[config.mk]
export PLATFORM = sky130hd
export DESIGN_NAME = swm_ring
export DESIGN_NICKNAME = d
export VERILOG_FILES = /design/src/design/swm_ring.sv
export SDC_FILE = /design/constraint.sdc
export NUM_CORES = 2
export LEC_CHECK = 0
export ABC_CLOCK_PERIOD_IN_PS = 6300
export BUFFER_PORTS_ARGS = -buffer_cell sky130_fd_sc_hd__buf_2
export CORE_UTILIZATION = 51
export DETAILED_ROUTE_END_ITERATION = 8
export GPL_TIMING_DRIVEN = 0
export PLACE_DENSITY = 0.67
export SETUP_SLACK_MARGIN = 0.15
export SLEW_MARGIN = 25
export SYNTH_ARGS = -nofsm -noshare
export SYNTH_HDL_FRONTEND = slang
export SYNTH_SLANG_ARGS = --single-unit
[constraint.sdc]
create_clock -name clk -period 6.3 [get_ports clk]
set_input_delay 1.26 -clock clk [delete_from_list [all_inputs] [get_ports clk]]
set_output_delay 1.26 -clock clk [all_outputs]
set_load 0.02 [all_outputs]
[src/design/swm_ring.sv]
// ----------------------------------------------------------------------------
// swm_ring
// Arrival-order sample ring: one write port, one registered read port with
// write-to-read bypass for the same address.
// ----------------------------------------------------------------------------
module swm_ring #(
  parameter int W     = 32,
  parameter int DEPTH = 64,
  parameter int AW    = 6
) (
  input  logic          clk,
  input  logic          rst_n,
  input  logic          wr_en,
  input  logic [AW-1:0] wr_addr,
  input  logic [W-1:0]  wr_data,
  input  logic [AW-1:0] rd_addr,
  output logic [W-1:0]  rd_data
);

  logic [W-1:0] mem [DEPTH];
  logic [W-1:0] rd_q_r;
  logic [W-1:0] byp_data_r;
  logic         byp_r;

  always_ff @(posedge clk) begin
    if (wr_en) begin
      mem[wr_addr] <= wr_data;
    end
    rd_q_r     <= mem[rd_addr];
    byp_data_r <= wr_data;
  end

  always_ff @(posedge clk) begin
    if (!rst_n) begin
      byp_r <= 1'b0;
    end else begin
      byp_r <= wr_en && (rd_addr == wr_addr);
    end
  end

  assign rd_data = byp_r ? byp_data_r : rd_q_r;

endmodule

# ---- Word level (Yosys, flattened, before mapping)
# Memories as Yosys holds them, arrays and structs flattened. A register that Yosys moved wholly into a read port is not among the register bits.
# Cells that the tools add are included.
# Widths: inputs -> output; s select.
dict set report totals {
  memories 1
  ff_bits 33
  output_inout_bits 32
  input_bits 47
  elab_cells 8
  mem_bits_rw 2048
}
dict set report op_classes {
  reduce_logical 1
  muxes 3
  n_eq_ne 1
}
# name depth word_bits read_ports rd_clocked_by_memory_dff wr line_no
set mem_list {}
lappend mem_list {mem 64 32 1 1 1 20} ;# logic [W-1:0] mem [DEPTH];
# cell count
set ops {}
lappend ops {{$mux 32} 1}
lappend ops {{$eq 6x6->1} 1}
lappend ops {{$mux 1} 2}
lappend ops {{$logic_and 1x1->1} 1}

# ---- Depth between registers and ports, before layout
dict set report logic_depth {
  word_depth 2
  ltp_mapped 9
  depth_no_buf 5
}

# ---- Least setup slack after synthesis
# No wires, ideal clock.
dict set report synth_path {
  kind {input-to-reg}
  from {input port wr_addr[4]}
  to {memory mem[48][0], enable pin}
  arrival_ps 4097
  stages 4
  setup_time_ps 461
  n_path_buf 1
  t_required_ps 5839
  path_slack_ps 1742
  path_cell_list {clkbuf_1 nor2b_1 nand4b_1 nor3_1}
}
# item line_no
set synth_lines {}
lappend synth_lines {{start, declared} 14} ;# input logic [AW-1:0] wr_addr,
lappend synth_lines {{end, declared} 20}
# Straight into the memory's write port.

==> metrics <==
status completed; clock sink total about 2100; total gr overflow 0; Worst Setup Path Type in2reg; Initial Util 51.5%; leading register cell type out of synthesis edfxtp_1; top post-synthesis cells by area edfxtp_1 77%, mux4_2 15%, dfxtp_1 1.6%; Max-Slew Margin vs Limit ~20%; commonest non-fill, non-tap cells in the layout 2048 x edfxtp_1, 513 x mux4_2, 208 x clkbuf_16, 112 x o22ai_1, 103 x clkbuf_1; share of cells above drive strength 1 30.9%; Final #Nets just under 4000; register area share after synthesis approximately four fifths; via count 39400; Post-Syn Area just under 80000 um2; Worst VDD drop approximately 0.00033 V; DRT Pass-1 Iters 8; final setup fails 0; Syn Area/Cell between 20 and 25 um2; Core Area between 150000 and 200000 um2; post-synth top area share between 70 and 80%; Final Skew about 28 ps; Total Power between 20 and 30 mW; worst slew pin tran about 1200 ps; DRT Wirelength roughly 220000 um; WL per Instance around 36 um; FF+latch count, synth approximately 2100; Hold/Removal Path Class in2reg; Hold Crit Depth 3; leading cell type in the layout, fill and taps excluded edfxtp_1; Clock transition at path regs 60 ps; Async SR Flop Fraction 0%; Ports between 70 and 80; Die Width 397 um; die height around 400 um; number of flops mapped to enable cells by yosys 2048; clk root buf clkbuf_16; syn nets 3474; CTS buffer count 204; Max Slew Vio Count 0; I/O Buffers 70; maximum number of pins on one net before global-route repair 66; Via density 6.53; cell count after synthesis between 3000 and 4000; clk buf depth 3; Iter 0 DRT Violations ~6100; vias in the first global route approximately 39000; Clock Latency Late Sink roughly 860 ps; R2R cell count 5; Antenna Nets Post-Route 0; Worst setup EP type register; Max FO, Critical Path 10; Yosys cell types 49; row count approximately 140; # resized after CTS 0; initial antenna violation count 22; Filler cells between 10000 and 15000; Min Hold Slack around 750 ps; CP Launch Type input port; Die Area approximately 160000 um2; period utilization between 70% and 80%; final std cells w/o fill approximately 6000; CTS tree done; drc violations 0; Max-Cap Viols 0; total power divided by cell area between 300 and 400 nW/um2; warning count from the yosys run 0; GRT Total Usage 27.9%; Leakage 28.8 nW; hold_buf cts 0; H-tree levels 4; setup bufs post-CTS 0; Final GP Congestion just under 0.9; critical path arrival about 5200 ps; Hold Violations, Final 0; Critical Path RT around 7000 ps; Tmin final 4480 ps; area delta synth->final 16.2%; first-pass GRT wire length ~300000 um; DP Cell Count 5654; hpwl dp approximately 140000 um; Yosys top cell by area edfxtp_1; Max Freq roughly 220 MHz; RSZ-0062 raised after global routing no
-- flip-flops by register name, indices dropped and copies added, names as in the netlist --
name / count
rd_q_r: 32
byp_data_r: 32
mem: 2048
byp_r: 1
-- synthesized netlist by cell type (all sizes together), types with 14 or more instances --
library cell / number
a211oi: 15
dfxtp: 65
o22ai: 112
nor4: 19
mux2i: 19
nor2: 85
o21ai: 30
nand2: 29
a21oi: 17
mux4: 519
nand3: 31
a31oi: 14
mux2: 49
a22oi: 52
nor2b: 27
clkbuf: 79
edfxtp: 2048
buf: 110
-- per-layer routing --
| layer | GRT usage (%) | vias up | part of all wire [%] |
|---|---|---|---|
| met5 | 0 | - | 0.042 |
| met4 | 12.9 | 14 | 4.9 |
| met3 | 6.69 | 491 | 11 |
| met2 | 42.3 | 2545 | 46 |
| met1 | 38.6 | 20900 | 37 |
| li1 | - | 15500 | - |
-- final timing paths --
path / slack, ps / to / start
min reg2reg: 830 / rd_q_r[13] / mem[53][13]
min: 750 / byp_r / rst_n
max reg2reg: 3870 / rd_q_r[9] / mem[38][9]
max: 1820 / rd_q_r[17] / rd_addr[4]
-- worst max-delay path, cell delays in order --
cell      delay [ps]
buf_2            210
clkbuf_1         880
or2_2            250
buf_1            520
clkbuf_1         460
o22ai_1          280
nor4_1           870
o22a_1           430
-- logic make-up after synthesis --
| family | share of synthesized area [%] |
|---|---|
| buffers and inverters | 1.39 |
| AO/OA/AOI/OAI | 2.36 |
| multiplexers | 15.7 |
| AND/OR/NAND/NOR | 1.55 |
| XOR/XNOR | 0.0661 |
| flip-flops | 79.0 |
-- report_power, final --
group | internal, mW | switching [mW]
logic | 0.551 | 1.07
registers | 15.5 | 0.0304
clock network | 7.13 | 5.27
total | 23.2 | 6.37
-- per-stage QoR --
| step | TNS [ps] | area, um2 | util [%] | setup slack, ps |
|---|---|---|---|---|
| after floorplan | 0 | 79500 | - | 1740 |
| after CTS | 0 | 92400 | 59.8 | 1960 |
| after detailed placement | 0 | 85600 | 55.4 | 1070 |
| final | 0 | 92400 | 59.8 | 1820 |
| after global placement | -70570 | 82400 | 53.4 | -1130 |
| after global routing | 0 | 92400 | 59.8 | 1880 |
-- layout make-up --
| cell class | count | area (um2) | area share [%] |
|---|---|---|---|
| Tap cell | 2044 | 2560 | 2.77 |
| Timing Repair Buffer | 183 | 3000 | 3.24 |
| Sequential cell | 2113 | 62800 | 68.0 |
| Inverter | 1 | 3.75 | 0.00406 |
| Clock inverter | 127 | 1280 | 1.38 |
| Antenna cell | 8 | 20.0 | 0.0217 |
| Buffer | 190 | 1120 | 1.21 |
| Multi-Input combinational cell | 1123 | 16100 | 17.5 |
| Clock buffer | 255 | 5500 | 5.95 |
(Power assumes the default switching activity.)
