## src/design/swm_pkg.sv

```systemverilog
// ----------------------------------------------------------------------------
// swm_pkg
// Shared types and constants of the sliding window median filter.
// ----------------------------------------------------------------------------
package swm_pkg;

  // Configuration register map (word index = paddr[2])
  localparam int  CFG_ADDR_W        = 3;
  localparam int  CFG_DATA_W        = 32;
  localparam int  WINDOW_SIZE_W     = 7;
  localparam logic REG_WINDOW_SIZE  = 1'b0;
  localparam logic [WINDOW_SIZE_W-1:0] WINDOW_SIZE_RESET = 7'd3;

  // Per-cell flags handed to the neighbor cells
  typedef struct packed {
    logic valid;   // cell holds a window entry
    logic ge_r;    // value >= removed sample (only while deleting)
    logic gt_s;    // value >  incoming sample (invalid reads as +inf)
  } cell_link_t;

  // Control broadcast to every cell
  typedef struct packed {
    logic load;    // sample accepted this cycle
    logic del_en;  // window full: oldest sample leaves
    logic clear;   // empty the window
  } cell_ctl_t;

endpackage

```

## src/design/swm_cell.sv

```systemverilog
// ----------------------------------------------------------------------------
// swm_cell
// One slot of the sorted chain: removes / inserts by comparing with the
// incoming and removed samples and shifting from a neighbor.
// ----------------------------------------------------------------------------
module swm_cell
  import swm_pkg::*;
#(
  parameter int W        = 32,
  parameter bit IS_FIRST = 1'b0
) (
  input  logic                clk,
  input  logic                rst_n,
  input  cell_ctl_t           ctl,
  input  logic signed [W-1:0] sample,
  input  logic signed [W-1:0] removed,
  input  cell_link_t          left_link,
  input  logic signed [W-1:0] left_value,
  input  cell_link_t          right_link,
  input  logic signed [W-1:0] right_value,
  output cell_link_t          link,
  output logic signed [W-1:0] value
);

  logic signed [W-1:0] value_r, value_nxt;
  logic                valid_r, valid_nxt;
  logic                gt_s, ge_r, take_right, take_left, after_del, keep;

  always_comb begin
    gt_s       = !valid_r || (value_r > sample);
    ge_r       = ctl.del_en && (!valid_r || (value_r >= removed));
    take_right = ge_r && !right_link.gt_s;
    take_left  = !IS_FIRST && !left_link.ge_r && left_link.gt_s;
    after_del  = !IS_FIRST && left_link.ge_r;
    // not the deleted slot, and shift state on both sides agrees
    keep       = (!ge_r || after_del) && (after_del == gt_s);

    priority if (take_right) begin
      value_nxt = right_value;
    end else if (take_left) begin
      value_nxt = left_value;
    end else if (keep) begin
      value_nxt = value_r;
    end else begin
      value_nxt = sample;
    end

    priority if (ctl.clear) begin
      valid_nxt = 1'b0;
    end else if (ctl.load && !ctl.del_en) begin
      valid_nxt = valid_r || left_link.valid || IS_FIRST;
    end else begin
      valid_nxt = valid_r;
    end
  end

  always_ff @(posedge clk) begin
    if (!rst_n) begin
      valid_r <= 1'b0;
    end else begin
      valid_r <= valid_nxt;
    end
  end

  always_ff @(posedge clk) begin
    if (ctl.load) begin
      value_r <= value_nxt;
    end
  end

  assign link  = '{valid: valid_r, ge_r: ge_r, gt_s: gt_s};
  assign value = value_r;

endmodule

```

## config.mk

```make
export PLATFORM = sky130hd
export DESIGN_NAME = swm_cell
export DESIGN_NICKNAME = d
export VERILOG_FILES = /design/src/design/swm_pkg.sv /design/src/design/swm_cell.sv
export SDC_FILE = /design/constraint.sdc
export NUM_CORES = 1
export LEC_CHECK = 0
export BUFFER_PORTS_ARGS = -buffer_cell sky130_fd_sc_hd__buf_4
export CAP_MARGIN = 20
export CORE_MARGIN = 2
export CORE_UTILIZATION = 51
export CTS_CLUSTER_DIAMETER = 50
export DETAILED_ROUTE_END_ITERATION = 10
export PLACE_DENSITY_LB_ADDON = 0.15
export SYNTH_ARGS = -nofsm -noshare
export SYNTH_HDL_FRONTEND = slang
export SYNTH_SLANG_ARGS = --single-unit
export TNS_END_PERCENT = 10
```

## constraint.sdc

```tcl
create_clock -name clk -period 7 [get_ports clk]
set_input_delay 0.7 -clock clk [delete_from_list [all_inputs] [get_ports clk]]
set_output_delay 0.7 -clock clk [all_outputs]
set_load 0.02 [all_outputs]
```

After elaboration in Yosys (flattened, before gate mapping)
Cells that the tools add are included.
{"block": "totals", "regBits": 33, "input_bits": 139}
{"block": "op_classes", "n_eq_ne": 2, "muxes": 3, "reduce_logical": 16, "magnitude_cmp": 2, "bitwise_logic": 1}
{"cell": "2-to-1 mux 32 bit", "n": 3}
{"cell": "greater-or-equal comparator 32 bit", "n": 1}
{"cell": "> comparator 32 bit", "n": 1}
{"cell": "logical AND 1 bit", "n": 5}
{"cell": "zero test 1 bit", "n": 5}
{"cell": "logical OR 1 bit", "n": 4}
{"cell": "!= test 3 x 1 -> 1 bit, second input constant", "n": 1}
{"cell": "AND reduction 2 bit", "n": 1}
{"cell": "OR reduction 2 bit", "n": 1}
{"cell": "== test 1 bit", "n": 1}
{"cell": "inverter 1 bit", "n": 1}

Depth between registers and ports, before layout
{"block": "logic_depth", "word_depth": 9, "depth_mapped": 10, "mapped_depth_nobuf": 9}

Least setup slack after synthesis
OpenSTA, ideal clock, no wires.
{"block": "synth_timing", "kind": "in2reg", "from": "input removed[14]", "to": "register value_r[0] (netlist: value[0]), enable pin", "path_slack_ns": 3.345, "setup_ns": 0.393, "required_time_ns": 6.607, "arrival_ns": 3.262, "path_stages": 10, "cell_sequence": "inv_1 ha_1 nand4_1 or3_1 a21oi_1 o41a_1 o311ai_1 nor2_2 buf_2 o221a_1"}
{"block": "synth_via", "elab_chain_cells": 8}
{"item": "start, declared", "line": "swm_cell.sv:16", "source": "input logic signed [W-1:0] removed,"}
{"item": "greater-or-equal comparator 32 bit (*)", "line": "swm_cell.sv:31", "source": "ge_r = ctl.del_en && (!valid_r || (value_r >= removed));"}
{"item": "logical OR 1 bit (*)", "line": "swm_cell.sv:31"}
{"item": "logical AND 1 bit (*)", "line": "swm_cell.sv:31"}
{"item": "zero test 1 bit", "line": "swm_cell.sv:36", "source": "keep = (!ge_r || after_del) && (after_del == gt_s);"}
{"item": "logical OR 1 bit", "line": "swm_cell.sv:36"}
{"item": "logical AND 1 bit", "line": "swm_cell.sv:36"}
{"item": "!= test 3 x 1 -> 1 bit (no source line) (*)"}
{"item": "AND reduction 2 bit (no source line) (*)"}
{"item": "end signal, assigned", "line": "swm_cell.sv:67", "source": "value_r <= value_nxt;"}
{"item": "end, declared", "line": "swm_cell.sv:25", "source": "logic signed [W-1:0] value_r, value_nxt;"}
Mark *: on every way between the ends. The rest lies on a longest branch, timed or not.
A chain may end at the register's enable or synchronous reset.

Final worst setup path
{"block": "layout_timing", "from": "input removed[14]", "to": "register value_r[2] (netlist: value[2]), enable pin"}
The elaborated chain is that of the path after synthesis.

==> impl_metrics.yaml <==
outcome:
  status: "complete, but fails checks"
  violations: "DRC"
setup_path:
  crit_chain: "buf_4, inv_1, ha_1, nand4_1, nor4_1, a211o_1, a31o_2, o311ai_1, nor2_4, o221a_1, buf_4"
  crit_required_ns: 6.93
  start_kind: "primary input"
  cp-end-kind: "flop"
  path_max_fanout: 33
  crit_path_frequent_cell: "buf_4"
  rr_startpoint: "value[14]$_DFFE_PP_"
  critPathArrivalTime_ns: 3.77
  worst_path_largest_cell_delay_ns: 0.81
  crit_type: "in2reg"
  critPathSlowestCell: "nor2_4"
  startpoint: "removed[14]"
final_layout:
  antenna_cells: 0
  postLayoutCoreUtil_pct: 75.7
  nets: 756
  area_delta_synth_final_pct: 42.1
  fin_cells: 630
  drive_gt1_share_pct: 39.1
grt:
  grt_pass1_wl_microns: 15300
  antenna_found_initial: 0
  grt_max_degree: 64
  grt_pass1_vias: 3487
  grtUsageTotal_pct: 26.0
  grt-ovfl-total: 0
route:
  wl_per_cell_microns: 15.3
  via_per_inst: 5.38
  drc: 11
  firstDrtPassIters: 10
  vias: 3390
  drt-total-wl_microns: 9630
  antenna_left: 0
  first_iter_violations: 124
sta:
  period_share_pct: 54.9
  tightest_slew_ns: 1.01
  hold_viol: 0
  rsz0062_at_grt: "no"
  setup_ws_ns: 3.15
  tns_ns: 0
  max_freq_ghz: 0.260
  finalCriticalPeriod_ns: 3.85
  fin_skew_ns: 0.00969
  setup_violations: 0
  slew_viol_final: 0
  slew_headroom_pct: 32.5
clock_tree:
  post_cts_resized: 0
  clkSinkCount: 33
  cts.htree.levels: 2
  clock_latency_ns: 0.28
  clk_path_buf_depth: 2
  cts.clk_slew.worst_paths_ns: 0.06
  cts_tree: "yes"
  cts_setup_buffers: 0
  cts-root-buf: "clkbuf_8"
  cts_made_buffers: 5
  postCtsHoldBufs: 0
yosys:
  synth_area_sq_um: 3420
  synthTopCellsByArea: "edfxtp_1 (28%), ha_1 (23%), mux2_2 (11%)"
  synth_area_per_cell_sq_um: 8.86
  synth.ff_latch_count: 33
  synth_cells: 386
  yosysWarnings: 0
  yosysSeqAreaShare_pct: 28.7
  synth.distinct_cells: 42
  yosys.area.top_type: "edfxtp_1"
  syn_nets: 589
  synth_top_area_share_pct: 28.1
worst_hold_path:
  hp-class: "in2reg"
  min-delay-start: "ctl[0]"
floorplanning:
  die-height_microns: 85.9
  row_count: 29
  start_util_pct: 53.2
  die-area_sq_um: 7380
  core_sq_um: 6420
  io_pins: 174
  die_width_microns: 85.9
power:
  leakage_nw: 2.43
  ir_drop_mv: 0.0781
  power.density_nw_per_um2: 129
placed_design:
  hpwl_microns: 7810
  post-place-ws_ns: 2.81
  place_inst: 622
  io_buffers: 171
  gp_congestion: 0.851
flow_run:
  cap_violations: 0
-- cell type report --
type / instances / area (sq um)
multi-input cells: 272 / 2130
fillers: 497 / 1560
repair buffers: 173 / 1320
flip-flops and latches: 33 / 981
inverters: 68 / 255
well taps: 77 / 96.3
clock buffers: 6 / 72.6
clock inverters: 1 / 3.75
-- where the power goes --
part / internal, mW / total, mW / switching (mW) / leakage, nW
clock: 0.0672 / 0.139 / 0.0719 / 0.0387
sequential: 0.236 / 0.249 / 0.0127 / 0.314
combinational: 0.128 / 0.240 / 0.112 / 2.08
total: 0.431 / 0.627 / 0.196 / 2.43
-- state kept, by name, indices dropped and copies added (netlist names) --
name and cells:
valid_r 1, value 32
-- routing by layer --
layer / track usage (%) / wire (microns)
met2: 49.0 / 5010
met3: 4.72 / 625
met5: 0 / 0
met4: 8.08 / 225
met1: 29.4 / 3770
-- kinds of logic (layout without fill, tap and decap cells) --
kind of cell,after synthesis,in the layout,synth area share [%]
mux,33,33,10.9
buf+inv,81,248,9.33
fa+ha+maj,64,64,23.4
compound gates,89,89,15.2
simple gates,86,86,12.5
flops,33,33,28.7
-- stage by stage --
stage / instance area [sq um] / total power [mW] / hold slack (ns)
finish: 4860 / 0.627 / 0.586
global route: 4860 / 0.668 / 0.573
CTS: 4830 / 0.631 / 0.580
detailed placement: 4760 / 0.490 / 0.602
global placement: 4760 / 0.481 / 0.572
floorplan: 3420 / 0.380 / 0.524
-- final timing paths --
check	cells after the start	to	slack, ns
worst max-delay path	11	value[2]$_DFFE_PP_	3.15
worst min-delay path	2	valid_r$_SDFFE_PP0P_	0.59
worst max register to register	9	value[2]$_DFFE_PP_	3.19
worst min register to register	2	valid_r$_SDFFE_PP0P_	0.61
-- worst max-delay path, delay by kind of cell --
kind	cells	cell delay, ns
and+or+nand+nor	3	1.48
AOI/OAI and AO/OA	4	0.77
buffers and inverters	3	0.51
adders and majority gates	1	0.30
-- placed cells by master (no fill, tap or decap), types with 2 or more instances in the layout --
master,count
o21a_1,2
o21ai_0,38
a21oi_1,28
o211ai_1,3
a31oi_1,3
or3_1,3
nor2b_1,2
buf_4,172
nand4_1,16
inv_1,68
nor2_1,4
clkbuf_8,5
ha_1,64
a21o_1,2
edfxtp_1,32
nand3_1,4
nand2_1,46
a211o_1,2
mux2_2,32
nor4_1,3
-- synthesized netlist by cell type (all sizes together) --
master,n
a211o,2
inv,68
a31o,1
mux2,33
nand3b,1
o21a,2
o2bb2ai,1
o21bai,1
a21oi,28
o311ai,1
a21boi,1
nand2b,1
or3,3
a2111o,1
nand3,4
nor2b,3
o41a,1
buf,7
nor3b,1
or4,1
o221a,1
nand2,46
clkbuf,6
a31oi,3
a22oi,1
nor4b,1
and4,1
o22a,1
nand4,16
dfxtp,1
nor2,5
a221oi,1
nor4,3
ha,64
a21o,2
o211ai,3
edfxtp,32
o21ai,38
Note: power is estimated with default switching activity, not from simulation.
